<file path="config.mk">
export PLATFORM = sky130hd
export DESIGN_NAME = dmsh_mod_unit
export DESIGN_NICKNAME = d
export VERILOG_FILES = /design/src/rtl/dmsh_pkg.sv /design/src/rtl/dmsh_mod_unit.sv
export SDC_FILE = /design/constraint.sdc
export NUM_CORES = 1
export LEC_CHECK = 0
export BUFFER_PORTS_ARGS = -buffer_cell sky130_fd_sc_hd__buf_4
export CAP_MARGIN = 20
export CORE_MARGIN = 2
export CORE_UTILIZATION = 61
export CTS_CLUSTER_SIZE = 12
export DETAILED_ROUTE_END_ITERATION = 12
export GPL_ROUTABILITY_DRIVEN = 0
export PLACE_DENSITY = 0.85
export RECOVER_POWER = 25
export SKIP_LAST_GASP = 1
export SYNTH_ARGS = -nofsm -noshare
export SYNTH_HDL_FRONTEND = slang
export SYNTH_SLANG_ARGS = --single-unit
</file>
<file path="constraint.sdc">
create_clock -name clk -period 14.05 [get_ports clk]
set_input_delay 1.405 -clock clk [delete_from_list [all_inputs] [get_ports clk]]
set_output_delay 1.405 -clock clk [all_outputs]
set_load 0.03 [all_outputs]
</file>
<file path="src/rtl/dmsh_pkg.sv">
package dmsh_pkg;

  localparam int TABLE_DEPTH = 1024;
  localparam int KEY_BYTES   = 8;
  localparam int HASH_MULT   = 251;

  localparam int TEXT_W   = 64;
  localparam int ACTION_W = 2;
  localparam int ADDR_W   = $clog2(TABLE_DEPTH);
  localparam int SIZE_W   = ADDR_W + 1;

  // 251 * byte fits in 16 bits; hash value stays below TABLE_DEPTH
  localparam int MULT_W    = 16;
  localparam int PROD_W    = ADDR_W + MULT_W;
  localparam int DIGIT_W   = 4;
  localparam int MOD_STEPS = (PROD_W + DIGIT_W - 1) / DIGIT_W;
  localparam int DVD_W     = MOD_STEPS * DIGIT_W;
  localparam int STEP_W    = $clog2(MOD_STEPS);

  localparam int APB_DATA_W = 32;
  localparam int APB_ADDR_W = 2;
  localparam int REG_TABLE_SIZE = 0;
  localparam int TABLE_SIZE_RESET = 1024;

  typedef enum logic [ACTION_W-1:0] {
    ACT_INSERT = 2'd0,
    ACT_LOOKUP = 2'd1,
    ACT_DELETE = 2'd2,
    ACT_COUNT  = 2'd3
  } action_t;

  typedef enum logic [3:0] {
    ST_CLEAR,
    ST_IDLE,
    ST_NEXT,
    ST_MUL,
    ST_MODW,
    ST_FIN,
    ST_FINW,
    ST_READ,
    ST_CHECK
  } state_t;

  // zero every byte from the first NUL on
  function automatic logic [TEXT_W-1:0] clean_text(input logic [TEXT_W-1:0] t);
    logic [TEXT_W-1:0] r;
    logic              live;
    r    = '0;
    live = 1'b1;
    for (int i = 0; i < KEY_BYTES; i++) begin
      if (t[8*i +: 8] == 8'd0) live = 1'b0;
      if (live) r[8*i +: 8] = t[8*i +: 8];
    end
    return r;
  endfunction

endpackage

</file>
<file path="src/rtl/dmsh_mod_unit.sv">
module dmsh_mod_unit (
  input  logic                        clk,
  input  logic                        rst,
  input  logic                        start,
  input  logic [dmsh_pkg::DVD_W-1:0]  dividend,
  input  logic [dmsh_pkg::SIZE_W-1:0] divisor,
  output logic                        done,
  output logic [dmsh_pkg::SIZE_W-1:0] remainder
);
  import dmsh_pkg::*;

  logic              running;
  logic [STEP_W-1:0] cnt;
  logic [DVD_W-1:0]  dvd;
  logic [DVD_W-1:0]  dvd_next;
  logic [SIZE_W-1:0] rem;
  logic [SIZE_W-1:0] rem_next;

  // restoring remainder, DIGIT_W dividend bits per cycle
  always_comb begin
    logic [SIZE_W:0] r;
    r = {1'b0, rem};
    for (int i = 0; i < DIGIT_W; i++) begin
      r = {r[SIZE_W-1:0], dvd[DVD_W-1-i]};
      if (r >= {1'b0, divisor}) r = r - {1'b0, divisor};
    end
    rem_next = r[SIZE_W-1:0];
    dvd_next = dvd << DIGIT_W;
  end

  always_ff @(posedge clk) begin
    if (rst) begin
      running <= 1'b0;
      done    <= 1'b0;
      cnt     <= '0;
    end else begin
      done <= 1'b0;
      if (start) begin
        running <= 1'b1;
        cnt     <= '0;
      end else if (running) begin
        cnt <= cnt + 1'b1;
        if (cnt == STEP_W'(MOD_STEPS - 1)) begin
          running <= 1'b0;
          done    <= 1'b1;
        end
      end
    end
  end

  always_ff @(posedge clk) begin
    if (start) begin
      dvd <= dividend;
      rem <= '0;
    end else if (running) begin
      dvd <= dvd_next;
      rem <= rem_next;
    end
  end

  assign remainder = rem;

endmodule

</file>
# Word-level counts from Yosys, hierarchy flattened
# Cells that the tools add are included.
[totals]
register_bits = 44
output_inout_bits = 12
word_cells = 29
[op_classes]
n_addsub = 5
order_cmp = 4
n_eq_ne = 1
muxes = 10
n_bitwise = 1
n_reduce_logical = 3
[ops]
columns = ["operator", "count"]
rows = [
  ["$mux W28", 2],
  ["$ge A12 B11 Y1", 4],
  ["$mux W11", 4],
  ["$sub A11 B11 Y11", 4],
  ["$mux W1", 4],
  ["$add A3 B1 Y3 const B", 1],
  ["$eq A3 B3 Y1 const B", 1],
  ["$reduce_or A3 Y1", 1],
  ["$reduce_bool A2 Y1", 1],
  ["$reduce_or A2 Y1", 1],
  ["$not A1 Y1", 1],
]

# Longest topological paths before layout
[depth]
word_depth = 8
mapped_depth = 40

# Worst setup path after synthesis
# OpenSTA, ideal clock, no wires.
[synth_path]
path_kind = "in2reg"
startpoint = "input divisor[6] (netlist bit)"
endpoint = "register rem[10] (netlist: remainder[10])"
t_arrival_ns = 9.703
required_time_ns = 13.913
path_slack_ns = 4.209
stages = 35
n_path_buf = 3
cell_sequence = "inv_1 > ha_1 > o21ai_0 > nor2_1 > or3_1 > a221oi_2 > buf_2 > mux2_2 > ha_1 > and3_1 > a221oi_2 > a221oi_2 > o31a_1 > a2111oi_4 > buf_2 > mux2i_1 > fa_1 > a21oi_1 > o21ai_0 > a2111oi_0 > nor3_1 > nor4_1 > and3b_1 > mux2_2 > ha_1 > nand2b_1 > a21boi_0 > o211ai_1 > nand3_1 > a211oi_1 > o21ai_0 > a211oi_2 > buf_6 > mux2i_1 > a211oi_1"
[synth_between]
elab_chain_cells = 8
word_cells_on_any_way = 12
classes_between = "add/sub: 4; order compare: 4; mux: 4"
[synth_rtl]
columns = ["element", "line_no", "text"]
rows = [
  ["start, declared", "dmsh_mod_unit.sv:6", "input logic [dmsh_pkg::SIZE_W-1:0] divisor,"],
  ["$sub A11 B11 Y11 or $ge A12 B11 Y1 (tied branches)", "dmsh_mod_unit.sv:25", "if (r >= {1'b0, divisor}) r = r - {1'b0, divisor};"],
  ["$mux W11", "dmsh_mod_unit.sv:25", ""],
  ["$sub A11 B11 Y11 or $ge A12 B11 Y1 (tied branches)", "dmsh_mod_unit.sv:25", ""],
  ["$mux W11", "dmsh_mod_unit.sv:25", ""],
  ["$sub A11 B11 Y11 or $ge A12 B11 Y1 (tied branches)", "dmsh_mod_unit.sv:25", ""],
  ["$mux W11", "dmsh_mod_unit.sv:25", ""],
  ["$sub A11 B11 Y11 or $ge A12 B11 Y1 (tied branches)", "dmsh_mod_unit.sv:25", ""],
  ["$mux W11 (*)", "dmsh_mod_unit.sv:25", ""],
  ["end signal, assigned", "dmsh_mod_unit.sv:57", "rem <= rem_next;"],
  ["end, declared", "dmsh_mod_unit.sv:16", "logic [SIZE_W-1:0] rem;"],
]
# Every way passes the cells marked *; elsewhere a longest branch is shown, timed or not.
# A chain may end at the register's enable or synchronous reset.

# Worst setup path in the final report
[layout_path]
startpoint = "input divisor[5] (netlist bit)"
endpoint = "register rem[2] (netlist: remainder[2])"
[layout_between]
elab_chain_cells = 8
word_cells_on_any_way = 12
classes_between = "add/sub: 4; order compare: 4; mux: 4"
[layout_rtl]
columns = ["element", "line_no"]
rows = [
  ["$sub A11 B11 Y11 or $ge A12 B11 Y1 (tied branches)", "dmsh_mod_unit.sv:25"],
  ["$mux W11", "dmsh_mod_unit.sv:25"],
  ["$sub A11 B11 Y11 or $ge A12 B11 Y1 (tied branches)", "dmsh_mod_unit.sv:25"],
  ["$mux W11", "dmsh_mod_unit.sv:25"],
  ["$ge A12 B11 Y1 or $sub A11 B11 Y11 (tied branches)", "dmsh_mod_unit.sv:25"],
  ["$mux W11", "dmsh_mod_unit.sv:25"],
  ["$sub A11 B11 Y11 or $ge A12 B11 Y1 (tied branches)", "dmsh_mod_unit.sv:25"],
  ["$mux W11 (*)", "dmsh_mod_unit.sv:25"],
]
# Marks and branches as above.

==> metrics.cfg <==
[floorplanning]
fp.coreArea_um2 = 6719
fp-row-count = 30
dieArea_um2 = 7579
die_h_um = 87.06
initial_core_util = 0.6263
ios = 54
die_w_um = 87.06

[global_route]
grt_use_total = 0.2894
grt_start_max_net_pins = 48
grt_pass1_vias = 3566
grt_pass1_wl_mm = 16.96
grt_overflow = 0
antenna_found_initial = 0

[flow_run]
drv_cap = 1

[outcome]
violations = capacitance limit, slew limit
status = finished with violations

[placement]
hpwl_mm = 8.445
io_buffers = 53

[drt]
highest_layer = met4
drc_errors = 0
wl_met3_um = 724
dr_total_vias = 3706
drtIter0Drc = 304
viasPerCell = 6.445
wl_per_cell_um = 18.67
dr.pass1.iters = 5
ant_nets = 0
wl_mm = 10.74
drt-met1-wl_mm = 4.510
met2_length_mm = 5.150

[worst_setup_path]
critPathKind = in -> reg
r2r-start = dvd[27]$_DFFE_PP_
critPathMaxStageDelay_ns = 0.93
critPathArrivalTime_ns = 12.31
reg2regPathDepth = 32
crit_path_end = remainder[2]$_SDFFE_PP0P_
cp_max_fo = 15
start_kind = input pin
r2r-end = remainder[2]$_SDFFE_PP0P_
required_ns = 14.23
rrSetupSlack_ns = 2.89
startpoint = divisor[5]
critPathCaptureType = flip-flop
critPathSlowestCell = a211oi_2

[clock_network]
post_cts_resized = 0
cts_buffer_depth = 2
clkLatencyLatePin_ns = 0.30
clkTransAtPathRegs_ns = 0.09
cts_setup_buffers = 0
numCtsBuffers = 5
cts.sinks = 44
hold_buffers = 0
h-tree-depth = 2
clock_tree.root_cell = clkbuf_8
cts_tree = done

[layout]
regArea_um2 = 1161
diodes = 0
multiInputGateArea_um2 = 2863
layout.nets = 586
fillers = 488
syn2layout_area_growth_pct = 13.05
layout-drive-gt1-share = 0.2242
layout_common_cells = buf_4 (52), ha_1 (46), mux2_2 (43), nor2_1 (38), inv_1 (33)
layout.cells.most_common = buf_4

[synth]
ys.flop_type = edfxtp_1
yosysUniqueCellTypes = 61
synth_area_um2 = 4208
synth_cells = 447
ys_seq_elements = 44
synth_fp_nets = 539
synth_edf_count = 28
ys_seq_area_frac = 0.2759
async_reset_ff_frac = 0
yosysWarningCount = 0
avgSynthCellArea_um2 = 9.413

[timing]
finalMaxSlewViolations = 48
skew_ns = 0.005663
min_period_ns = 12.13
finalHoldViolCount = 0
tightest_slew_ns = 2.113
fmax_mhz = 82.45
setup_viol = 0
setup_tns_ns = 0
period_share = 0.8632
rsz0062_at_grt = false
relSlewSlack = -0.4086

[worst_hold_path]
hold_start = cnt[2]$_SDFFE_PP0P_
min-delay-path-class = reg -> reg

[worst min path at each step]
stage                           end  slack, ns  depth (start not counted)
global route        done$_SDFF_PP0_       0.53                          2
detailed placement  done$_SDFF_PP0_       0.49                          2
CTS                 done$_SDFF_PP0_       0.50                          2
finish              done$_SDFF_PP0_       0.50                          2
floorplan           done$_SDFF_PP0_       0.46                          2
global placement    done$_SDFF_PP0_       0.48                          2
[cells by family after synthesis]
logic type      synth area share
flops                     0.2759
mux                       0.1436
simple gates              0.1505
fa+ha+maj                 0.1558
compound gates            0.1722
buf+inv                  0.04371
xor+xnor                 0.05828
[Yosys cell counts (all sizes together), types with 2 or more instances]
cell type | instances | area [um^2]
mux2i | 12 | 120.1
dfxtp | 16 | 320.3
o21a | 5 | 37.54
nand3 | 9 | 45.04
a21o | 8 | 60.06
a21oi | 20 | 100.1
nor4 | 3 | 18.77
and2 | 5 | 31.28
nor2b | 5 | 31.28
or3 | 2 | 12.51
xnor2 | 17 | 148.9
nor2 | 38 | 142.6
a21boi | 2 | 15.01
nand4 | 8 | 50.05
o211ai | 3 | 22.52
buf | 6 | 33.78
nor4b | 2 | 17.52
ha | 46 | 575.6
a211oi | 15 | 117.6
o311ai | 3 | 26.28
nand2 | 17 | 63.81
edfxtp | 28 | 840.8
nand2b | 8 | 50.05
nor3 | 14 | 70.07
and3 | 2 | 12.51
inv | 33 | 123.9
a221oi | 3 | 45.04
xor2 | 11 | 96.34
a2111oi | 4 | 53.81
mux2 | 43 | 484.2
or2 | 3 | 18.77
o31ai | 5 | 37.54
o21ai | 19 | 95.09
fa | 4 | 80.08
clkbuf | 7 | 26.28
and3b | 2 | 17.52
[flip-flops by register name, indices dropped and copies added, names as in the netlist]
signal	flops
remainder	11
dvd	28
running	1
done	1
cnt	3
[stage by stage]
step                setup WS, ns  cells    util  instance area (um^2)  hold WS, ns
floorplan                  4.209    447       -                  4208       0.4560
global placement           2.305    567  0.6914                  4646       0.4766
detailed placement         1.756    567  0.6914                  4646       0.4857
CTS                        2.096    575  0.7086                  4761       0.4980
global route               1.250    575  0.7080                  4757       0.5308
finish                     1.922    575  0.7080                  4757       0.4971
[worst max-delay path, delay by kind of cell]
family	cells	cell delay (ns)
AO/OA/AOI/OAI	17	6.37
adder cells (fa/ha/maj)	4	1.53
buffers and inverters	2	0.32
multiplexers	3	1.11
AND/OR/NAND/NOR	6	1.56
[metal layers]
layer	GRT usage	up-vias
li1	-	1766
met1	0.3660	1730
met2	0.4990	170
met3	0.05213	40
met4	0.09233	0
met5	0	-
[area by class of cell]
| type | count | share of cell area |
|---|---|---|
| Tap cell | 80 | 0.02104 |
| Sequential cell | 44 | 0.2441 |
| Clock inverter | 3 | 0.009732 |
| Inverter | 33 | 0.02604 |
| Clock buffer | 5 | 0.01447 |
| Timing Repair Buffer | 53 | 0.08285 |
| Multi-Input combinational cell | 357 | 0.6018 |
Power is not shown: default switching activity piles up to over one toggle a cycle in this logic, so the estimate is an artifact.
